--- src/rtl/core/sxg_pkg.sv ---
// Shared constants, types and tables of the spectral extraction gate.
`default_nettype none
package sxg_pkg;

  localparam int FRAME_SIZE = 1024;
  localparam int LOOKAHEAD  = 6;
  localparam int SLOTS      = LOOKAHEAD + 1;
  localparam int NUM_BINS   = FRAME_SIZE / 2 + 1;
  localparam int LAST_BIN   = NUM_BINS - 1;

  localparam int AMP_W   = 16;
  localparam int FREQ_W  = 24;
  localparam int BIN_W   = 10;
  localparam int F_W     = 3;
  localparam int LIM_W   = 23;
  localparam int MODE_W  = 2;
  localparam int SUM_W   = 27;
  localparam int NUM_W   = AMP_W + LIM_W;
  localparam int RECIP_W = 33;
  localparam int PROD_W  = SUM_W + RECIP_W;
  localparam int HIST_W  = AMP_W + FREQ_W;

  localparam int IN_TDATA_W  = 56;
  localparam int OUT_TDATA_W = 32;
  localparam int CFG_ADDR_W  = 1;

  localparam int QDEPTH = 4;
  localparam int QPTR_W = 2;
  localparam int QCNT_W = 3;

  // Register indexes
  localparam logic [CFG_ADDR_W-1:0] REG_MODE  = 1'd0;
  localparam logic [CFG_ADDR_W-1:0] REG_LIMIT = 1'd1;

  // Mode codes
  localparam logic [MODE_W-1:0] MODE_PASS   = 2'd0;
  localparam logic [MODE_W-1:0] MODE_NOISY  = 2'd1;
  localparam logic [MODE_W-1:0] MODE_STABLE = 2'd2;

  localparam logic [LIM_W-1:0] LIMIT_RESET = 23'd160;

  // One queued item: amplitudes per frame back, deviation sums per frame back
  typedef struct packed {
    logic [SLOTS-1:0][AMP_W-1:0] amps;
    logic [SLOTS-1:0][SUM_W-1:0] sums;
    logic [BIN_W-1:0]            bin;
    logic [F_W-1:0]              f_start;
    logic                        is_final;
  } entry_t;

  typedef struct packed {
    logic   valid;
    entry_t entry;
  } push_t;

  // ceil(2^32 / f), exact floor division for sums below 2^27
  function automatic logic [RECIP_W-1:0] recip(input logic [F_W-1:0] f);
    logic [RECIP_W-1:0] r;
    case (f)
      3'd1:    r = 33'd4294967296;
      3'd2:    r = 33'd2147483648;
      3'd3:    r = 33'd1431655766;
      3'd4:    r = 33'd1073741824;
      3'd5:    r = 33'd858993460;
      3'd6:    r = 33'd715827883;
      default: r = '0;
    endcase
    return r;
  endfunction

endpackage
`default_nettype wire

--- src/rtl/core/sxg_back.sv ---
// Result engine: walks frames of each item, averages, gates and divides.
`default_nettype none
module sxg_back (
  input  wire logic                              clk,
  input  wire logic                              rst_n,
  input  wire logic                              cfg_we,
  input  wire logic [sxg_pkg::CFG_ADDR_W-1:0]    cfg_addr,
  input  wire logic [sxg_pkg::LIM_W-1:0]         cfg_wdata,
  input  wire sxg_pkg::entry_t                   head,
  input  wire logic                              empty,
  output logic                                   pop,
  output logic                                   out_tvalid,
  input  wire logic                              out_tready,
  output logic [sxg_pkg::OUT_TDATA_W-1:0]        out_tdata,
  output logic                                   out_tlast
);
  import sxg_pkg::*;

  typedef enum logic [1:0] {OP_ZERO, OP_PASS, OP_SCALE} op_t;

  typedef struct packed {
    logic [AMP_W-1:0] amp;
    op_t              op;
    logic [NUM_W-1:0] rem;
    logic [AMP_W-1:0] q;
    logic [BIN_W-1:0] bin;
    logic [F_W-1:0]   f;
    logic             last;
  } dst_t;

  logic [MODE_W-1:0] mode_r;
  logic [LIM_W-1:0]  lim_r;

  logic           adv, issue;
  logic           mid_r;
  logic [F_W-1:0] f_r, f_iss;
  logic           last_iss;

  // issue stage
  logic             v0_r, l0_r;
  logic [AMP_W-1:0] a0_r;
  logic [SUM_W-1:0] s0_r;
  logic [F_W-1:0]   f0_r;
  logic [BIN_W-1:0] b0_r;
  // average stage
  logic             v1_r, l1_r;
  logic [AMP_W-1:0] a1_r;
  logic [SUM_W-1:0] d1_r;
  logic [F_W-1:0]   f1_r;
  logic [BIN_W-1:0] b1_r;
  logic [PROD_W-1:0] prod0;
  // gate stage
  logic             v2_r, l2_r;
  logic [AMP_W-1:0] a2_r;
  op_t              op2_r, op1;
  logic [LIM_W-1:0] x2_r, x1;
  logic [F_W-1:0]   f2_r;
  logic [BIN_W-1:0] b2_r;
  // product stage
  logic             v3_r;
  dst_t             p3_r;
  // divider
  logic [AMP_W-1:0] dv_r;
  dst_t             dr_r [AMP_W];
  dst_t             dn   [AMP_W];

  logic             ov_r, ol_r;
  logic [OUT_TDATA_W-1:0] od_r;
  logic [AMP_W-1:0] res_amp;

  // Configuration registers
  always_ff @(posedge clk) begin
    if (!rst_n) begin
      mode_r <= MODE_PASS;
      lim_r  <= LIMIT_RESET;
    end else if (cfg_we) begin
      case (cfg_addr)
        REG_MODE:  mode_r <= cfg_wdata[MODE_W-1:0];
        REG_LIMIT: lim_r  <= cfg_wdata;
        default:   ;
      endcase
    end
  end

  assign adv      = !ov_r || out_tready;
  assign issue    = adv && !empty;
  assign f_iss    = mid_r ? f_r : head.f_start;
  assign last_iss = !head.is_final || (f_iss == '0);
  assign pop      = issue && last_iss;

  // Frame walker over the head item
  always_ff @(posedge clk) begin
    if (!rst_n) begin
      mid_r <= 1'b0;
    end else if (issue) begin
      mid_r <= !last_iss;
    end
    if (issue) f_r <= f_iss - 1'b1;
  end

  // Issue stage
  always_ff @(posedge clk) begin
    if (!rst_n) begin
      v0_r <= 1'b0;
    end else if (adv) begin
      v0_r <= !empty;
    end
    if (adv) begin
      a0_r <= head.amps[f_iss];
      s0_r <= head.sums[f_iss];
      f0_r <= f_iss;
      b0_r <= head.bin;
      l0_r <= last_iss;
    end
  end

  // Average by reciprocal multiply
  assign prod0 = PROD_W'(s0_r) * PROD_W'(recip(f0_r));

  always_ff @(posedge clk) begin
    if (!rst_n) begin
      v1_r <= 1'b0;
    end else if (adv) begin
      v1_r <= v0_r;
    end
    if (adv) begin
      a1_r <= a0_r;
      d1_r <= prod0[32 +: SUM_W];
      f1_r <= f0_r;
      b1_r <= b0_r;
      l1_r <= l0_r;
    end
  end

  // Gate decision
  always_comb begin
    logic [SUM_W-1:0] lim_x;
    lim_x = SUM_W'(lim_r);
    op1   = OP_PASS;
    x1    = '0;
    case (mode_r)
      MODE_NOISY: begin
        if (d1_r <= lim_x) begin
          op1 = OP_ZERO;
        end else if (d1_r < (lim_x << 1)) begin
          op1 = OP_SCALE;
          x1  = LIM_W'(d1_r - lim_x);
        end
      end
      MODE_STABLE: begin
        if (d1_r < lim_x) begin
          op1 = OP_SCALE;
          x1  = LIM_W'(lim_x - d1_r);
        end else begin
          op1 = OP_ZERO;
        end
      end
      default: op1 = OP_PASS;
    endcase
  end

  always_ff @(posedge clk) begin
    if (!rst_n) begin
      v2_r <= 1'b0;
    end else if (adv) begin
      v2_r <= v1_r;
    end
    if (adv) begin
      a2_r  <= a1_r;
      op2_r <= op1;
      x2_r  <= x1;
      f2_r  <= f1_r;
      b2_r  <= b1_r;
      l2_r  <= l1_r;
    end
  end

  // Scale numerator
  always_ff @(posedge clk) begin
    if (!rst_n) begin
      v3_r <= 1'b0;
    end else if (adv) begin
      v3_r <= v2_r;
    end
    if (adv) begin
      p3_r.amp  <= a2_r;
      p3_r.op   <= op2_r;
      p3_r.rem  <= NUM_W'(a2_r) * NUM_W'(x2_r);
      p3_r.q    <= '0;
      p3_r.bin  <= b2_r;
      p3_r.f    <= f2_r;
      p3_r.last <= l2_r;
    end
  end

  // Restoring divide by the limit, one quotient bit per stage
  always_comb begin
    dst_t             src;
    logic [NUM_W-1:0] trial;
    for (int j = 0; j < AMP_W; j++) begin
      src   = (j == 0) ? p3_r : dr_r[(j == 0) ? 0 : j - 1];
      trial = NUM_W'(lim_r) << (AMP_W - 1 - j);
      dn[j] = src;
      if (src.rem >= trial) begin
        dn[j].rem             = src.rem - trial;
        dn[j].q[AMP_W-1-j]    = 1'b1;
      end
    end
  end

  always_ff @(posedge clk) begin
    if (!rst_n) begin
      dv_r <= '0;
    end else if (adv) begin
      dv_r <= {dv_r[AMP_W-2:0], v3_r};
    end
    if (adv) begin
      for (int j = 0; j < AMP_W; j++) dr_r[j] <= dn[j];
    end
  end

  // Output register
  always_comb begin
    case (dr_r[AMP_W-1].op)
      OP_PASS:  res_amp = dr_r[AMP_W-1].amp;
      OP_SCALE: res_amp = dr_r[AMP_W-1].q;
      default:  res_amp = '0;
    endcase
  end

  always_ff @(posedge clk) begin
    if (!rst_n) begin
      ov_r <= 1'b0;
    end else if (adv) begin
      ov_r <= dv_r[AMP_W-1];
    end
    if (adv) begin
      od_r <= OUT_TDATA_W'({dr_r[AMP_W-1].f, dr_r[AMP_W-1].bin, res_amp});
      ol_r <= dr_r[AMP_W-1].last;
    end
  end

  assign out_tvalid = ov_r;
  assign out_tdata  = od_r;
  assign out_tlast  = ol_r;

endmodule
`default_nettype wire

--- config.mk ---
export PLATFORM = sky130hd
export DESIGN_NAME = sxg_back
export DESIGN_NICKNAME = d
export VERILOG_FILES = /design/src/rtl/core/sxg_pkg.sv /design/src/rtl/core/sxg_back.sv
export SDC_FILE = /design/constraint.sdc
export NUM_CORES = 2
export LEC_CHECK = 0
export BUFFER_PORTS_ARGS = -buffer_cell sky130_fd_sc_hd__buf_4
export CORE_UTILIZATION = 54
export DETAILED_ROUTE_END_ITERATION = 8
export MAX_ROUTING_LAYER = met4
export PLACE_DENSITY = 0.71
export SKIP_LAST_GASP = 1
export SLEW_MARGIN = 40
export SYNTH_ARGS = -nofsm -noshare
export SYNTH_HDL_FRONTEND = slang
export SYNTH_SLANG_ARGS = --single-unit
--- constraint.sdc ---
create_clock -name clk -period 59.9 [get_ports clk]
set_input_delay 8.985 -clock clk [delete_from_list [all_inputs] [get_ports clk]]
set_output_delay 8.985 -clock clk [all_outputs]
set_load 0.05 [all_outputs]
### Yosys cells after proc, flatten, opt, wreduce, memory -nomap -nowiden

Memory sizes are Yosys's and may differ from the RTL's.
Cells that the tools add are included.

* bits in registers: 320
* input port bits: 344
* output and inout bits: 35
* memories kept: 1
* latch bits: 0
* memory bits (writable): 1392
* ROM bits: 0
* logic and storage cells: 146

Memory list
* dr_r: words 16, width 87, rd ports 16, clocked after memory_dff 0, wr ports 16, RTL line sxg_back.sv:64 `dst_t dr_r [AMP_W];`

* bitwise logic cells: 1
* add/subtract/negate cells: 19
* equal/unequal tests: 10
* reduce and logical (&&, ||, !) cells: 11
* muxes and demuxes: 48
* magnitude comparators: 20
* multipliers: 2
* div/mod/pow operators: 0
* shift operators: 0

Operators by type and width (number)
* 39-bit 2-to-1 mux: 15
* 33-bit case mux with 6 select lines: 1
* 27-bit binary-select mux with 3-bit select: 1
* 23-bit 2-to-1 mux: 3
* 27-bit by 33-bit multiplier with 59-bit output: 1
* 16-bit binary-select mux with 3-bit select: 1
* 23-bit case mux with 2 select lines: 1
* 23-bit subtractor: 2
* 40-bit 2-to-1 mux: 1
* 39-bit by 23-bit greater-or-equal comparator with 1-bit output: 1
* 39-bit by 24-bit greater-or-equal comparator with 1-bit output: 1
* 39-bit by 25-bit greater-or-equal comparator with 1-bit output: 1
* 39-bit by 26-bit greater-or-equal comparator with 1-bit output: 1
* 39-bit by 27-bit greater-or-equal comparator with 1-bit output: 1
* 39-bit by 28-bit greater-or-equal comparator with 1-bit output: 1
* 39-bit by 29-bit greater-or-equal comparator with 1-bit output: 1
* 39-bit by 30-bit greater-or-equal comparator with 1-bit output: 1
* 39-bit by 31-bit greater-or-equal comparator with 1-bit output: 1
* 39-bit by 32-bit greater-or-equal comparator with 1-bit output: 1
* 39-bit by 33-bit greater-or-equal comparator with 1-bit output: 1
* 39-bit by 34-bit greater-or-equal comparator with 1-bit output: 1
* 39-bit by 35-bit greater-or-equal comparator with 1-bit output: 1
* 39-bit by 36-bit greater-or-equal comparator with 1-bit output: 1
* 39-bit by 37-bit greater-or-equal comparator with 1-bit output: 1
* other kinds (41): 70

### Longest topological paths before layout

* depth after elaboration: 4
* mapped depth: 32
* gate-level depth less buffers: 30

### Worst setup path after synthesis

OpenSTA, ideal clock, no wires.

* kind: input port to flip-flop
* start: input out_tready
* end: register a0_r[0], enable pin
* setup time: 2.469 ns
* path slack: 7.479 ns
* data arrival time: 49.952 ns
* required time: 57.431 ns
* stages on the path: 4
* path buffers: 2
* path through: nor2b_1 > clkbuf_1 > inv_1 > clkbuf_1

* cells in the longest elaborated chain, start to end: 1

Ends and longest elaborated chain
* from (decl): RTL line sxg_back.sv:13 `input wire logic out_tready,`
* 1-bit logical OR: RTL line sxg_back.sv:85 `assign adv = !ov_r || out_tready;`
* to (signal assigned): RTL line sxg_back.sv:109 `a0_r <= head.amps[f_iss];`
* to (decl): RTL line sxg_back.sv:41 `logic [AMP_W-1:0] a0_r;`

No other way between the ends.
A chain may end at the register's enable or synchronous reset.

### Worst setup path in the final report

* start: input head[2] (netlist bit)
* end: output pop

* cells in the longest elaborated chain, start to end: 4

Ends and longest elaborated chain
* from (decl): RTL line sxg_back.sv:9 `input wire sxg_pkg::entry_t head,`
* 3-bit 2-to-1 mux: RTL line sxg_back.sv:87 `assign f_iss = mid_r ? f_r : head.f_start;`
* 3-bit logical NOT: RTL line sxg_back.sv:88 `assign last_iss = !head.is_final || (f_iss == '0);`
* 1-bit logical OR: RTL line sxg_back.sv:88
* 1-bit logical AND: RTL line sxg_back.sv:89 `assign pop = issue && last_iss;`
* to (decl): RTL line sxg_back.sv:11 `output logic pop,`

No other way between the ends.

==> run_results.csv <==
group,metric,value,unit
logic_synthesis,yosysSeqAreaShare,44.73,%
sta,tns,0,ns
clock_tree,cts_tree,"built",
drt,finalWirelength,271900,µm
logic_synthesis,synth-xor-area-share,3.912,%
drt,drt-initial-drc-count,5022,
clock_tree,cts.reportedPaths.clkPinSlew,0.06,ns
job,maxCapViolCount,0,
clock_tree,cts_setup_buffers,0,
global_routing,grtUsageTotal,29.06,%
logic_synthesis,yosys_register_bits,1553,
place,hpwl,204000,µm
global_routing,grt_pass1_wl,412300,µm
sta,tightest_slew,0.9276,ns
worst_setup_path,arrival,10.70,ns
logic_synthesis,muxShareOfSynthArea,0.7504,%
place,io_buffer_count,375,
worst_setup_path,cp_max_fo,4,
drt,drtAntennaViolNets,0,
worst_setup_path,endpoint_kind,"output pin",
worst_setup_path,cp.required,50.92,ns
logic_synthesis,netlist_top_cells_area,"edfxtp_1 (44%), fa_1 (14%), ha_1 (9.1%), nand2_1 (4.3%), inv_1 (4.0%)",
floorplan,fp.dieW,439.2,µm
place,place_congestion,1.044,
logic_synthesis,synth_top_family_by_area,"adder cells",
logic_synthesis,synth_cell_types,86,
global_routing,grt_max_degree,121,
worst_setup_path,cp_top_family,"simple AND/OR/NAND/NOR gates",
drt,vias,70213,
logic_synthesis,synth_fa_ha_area_share,23.23,%
logic_synthesis,synthFlopType,"edfxtp_1",
floorplan,ios,379,
final_layout,final_cell_area,114900,µm²
sta,fin_skew,0.05792,ns
clock_tree,htreeDepth,4,
final_layout,nets,11473,
worst_setup_path,cp_num_buf_inv,3,
sta,finalCriticalPeriod,19.68,ns
place,post_dp_cell_area,109200,µm²
worst_setup_path,critPathMostFrequentCell,"buf_4",
clock_tree,cts_made_buffers,164,
logic_synthesis,ys_async_sr_fraction,0,%
worst_hold_path,worstHoldPathType,"reg -> reg",
clock_tree,cts_hold_buffers,0,
sta,report.final.slew_viol_count,0,
sta,setup_violations,0,
clock_tree,max-clock-path-buffers,3,
outcome,failed_checks,"design-rule violations",
worst_setup_path,cp_slowest_cell,"nor3_2",
global_routing,grt_overflow_total,0,
drt,route.detailed.drc,4,
drt,viasPerCell,5.710,
clock_tree,clock_latency,0.86,ns
global_routing,grt_pass1_vias,71429,
floorplan,die-area,192900,µm²
floorplan,row_count,160,
sta,finalHoldViolations,0,
worst_setup_path,reg2reg_slack,49.85,ns
logic_synthesis,yosys.area_share.simple,11.41,%
logic_synthesis,syn-cell-area,103200,µm²
outcome,outcome,"complete, but fails checks",
worst_setup_path,cp-start-kind,"input port",
logic_synthesis,yosysTopAreaCellShare,43.82,%
floorplan,die_y,439.2,µm
final_layout,area_growth,11.30,%
drt,post_drt_wl_per_cell,22.11,µm
floorplan,initial_utilization,54.32,%
worst_setup_path,crit_chain,"buf_4, mux2i_4, ha_1, inv_1, o21a_1, nor3_2, buf_4",
sta,fmax,0.05080,GHz
floorplan,core,190000,µm²
clock_tree,ctsRootBufferMaster,"clkbuf_16",
logic_synthesis,synth_edf_count,1506,
global_routing,antenna_found_initial,6,
clock_tree,ctsResizeCount,0,
sta,maxSlewHeadroom,38.16,%
logic_synthesis,netlist.top_cell.by_area,"edfxtp_1",
worst_setup_path,max_stage_delay,0.54,ns
sta,rsz0062_at_grt,"false",
clock_tree,clock_sinks,1553,
logic_synthesis,netlist_instances,9268,
logic_synthesis,yosys_warnings,0,
drt,dr.pass1.iters,8,
final_layout,drive_gt1_share,8.782,%
sta,fin_crit_sh,32.86,%
logic_synthesis,syn_area_per_cell,11.14,µm²
worst_setup_path,crit_type,"in -> out",
logic_synthesis,synth-compound-area-share,10.91,%
[path summary, 6_finish.rpt]
kind                start      endpoint  depth (start not counted)
max               head[2]           pop                          7
min          dr_r[0][158]  dr_r[0][245]                          0
max reg2reg       f0_r[2]      d1_r[26]                         28
min reg2reg  dr_r[0][158]  dr_r[0][245]                          0
[routing by layer]
layer	routed length (µm)	GRT usage [%]
met3	16750	4.993
met2	134500	48.32
met1	107200	34.53
met4	13390	13.19
met5	0	-
[placed cells by master (no fill, tap or decap), types with 42 or more instances in the layout]
cell type and n:
inv_1 1103, nor3_1 88, clkbuf_16 164, nand4_1 80, a21oi_1 595, o21a_1 70
buf_4 452, mux2_2 46, and2_1 234, xor2_1 207, and3_1 42, o21ai_0 418
fa_1 730, nor4_1 50, a21boi_0 71, edfxtp_1 1506, ha_1 748, nor2b_1 81
o21bai_1 65, xnor2_1 254, nand2b_1 89, nand3_1 167, or3_1 46, dfxtp_1 46
nor2_1 344, a21o_1 254, nand2_1 1168
[flip-flops by register name, indices dropped and copies added, names as in the netlist, 2 cells and up]
name / count
f0_r: 3
f2_r: 3
d1_r: 27
f1_r: 3
x2_r: 23
mode_r: 2
a1_r: 16
f_r: 3
b1_r: 10
lim_r: 23
op2_r: 2
p3_r: 39
out_tdata: 29
b2_r: 10
dv_r: 16
dr_r: 1233
a2_r: 16
b0_r: 10
dn: 32
a0_r: 16
s0_r: 27
[Yosys cell counts (all sizes together), types with 11 or more instances]
| cell type | instances |
|---|---|
| a2111oi | 11 |
| a211o | 18 |
| a211oi | 35 |
| a21boi | 71 |
| a21o | 255 |
| a21oi | 600 |
| a221oi | 12 |
| a22oi | 18 |
| a31oi | 37 |
| a41o | 11 |
| and2 | 234 |
| and3 | 42 |
| buf | 28 |
| clkbuf | 237 |
| dfxtp | 47 |
| edfxtp | 1506 |
| fa | 730 |
| ha | 748 |
| inv | 1114 |
| mux2 | 48 |
| mux2i | 23 |
| nand2 | 1169 |
| nand2b | 89 |
| nand3 | 167 |
| nand3b | 15 |
| nand4 | 80 |
| nor2 | 346 |
| nor2b | 82 |
| nor3 | 92 |
| nor3b | 13 |
| nor4 | 52 |
| nor4b | 17 |
| o211ai | 23 |
| o21a | 72 |
| o21ai | 430 |
| o21bai | 65 |
| o221ai | 11 |
| o22ai | 16 |
| o31a | 12 |
| o31ai | 41 |
| or2 | 28 |
| or3 | 47 |
| or4 | 21 |
| xnor2 | 254 |
| xor2 | 207 |
[cell families after synthesis]
family	after synthesis
adder cells (fa/ha/maj)	1478
flip-flops	1553
AND/OR/NAND/NOR	2510
other	1
buffers and inverters	1381
XOR/XNOR	461
AO/OA/AOI/OAI	1813
multiplexers	71
[worst reg2reg max path: cells and delay by family (launching register included)]
family                   cells  cell delay, ns
AO/OA/AOI/OAI                6            2.25
XOR/XNOR                     1            0.18
buffers and inverters        6            0.72
AND/OR/NAND/NOR              7            1.86
adder cells (fa/ha/maj)      8            4.13
flip-flops                   1            0.65
[through the flow]
stage,std cells,utilization [%],hold slack (ns),worst slack [ns]
after floorplan,9270,-,0.4003,7.479
after global placement,11982,57.36,0.4002,39.78
after detailed placement,11992,57.48,0.4045,40.19
after CTS,12288,60.41,0.3883,40.19
after global routing,12295,60.46,0.3942,40.18
final,12296,60.46,0.3928,40.22
[area by class of cell]
cell class	count	area (µm²)
Tap cell	2511	3142
Sequential cell	1553	46170
Clock buffer	189	4198
Fill cell	15241	75110
Clock inverter	107	1368
Antenna cell	4	10.01
Timing Repair Buffer	480	3812
Inverter	1116	4199
Multi-Input combinational cell	6336	51980
Power is left out: the tool's default activity adds up to more than one toggle a clock period on the data nets, which glitch-free logic cannot reach.
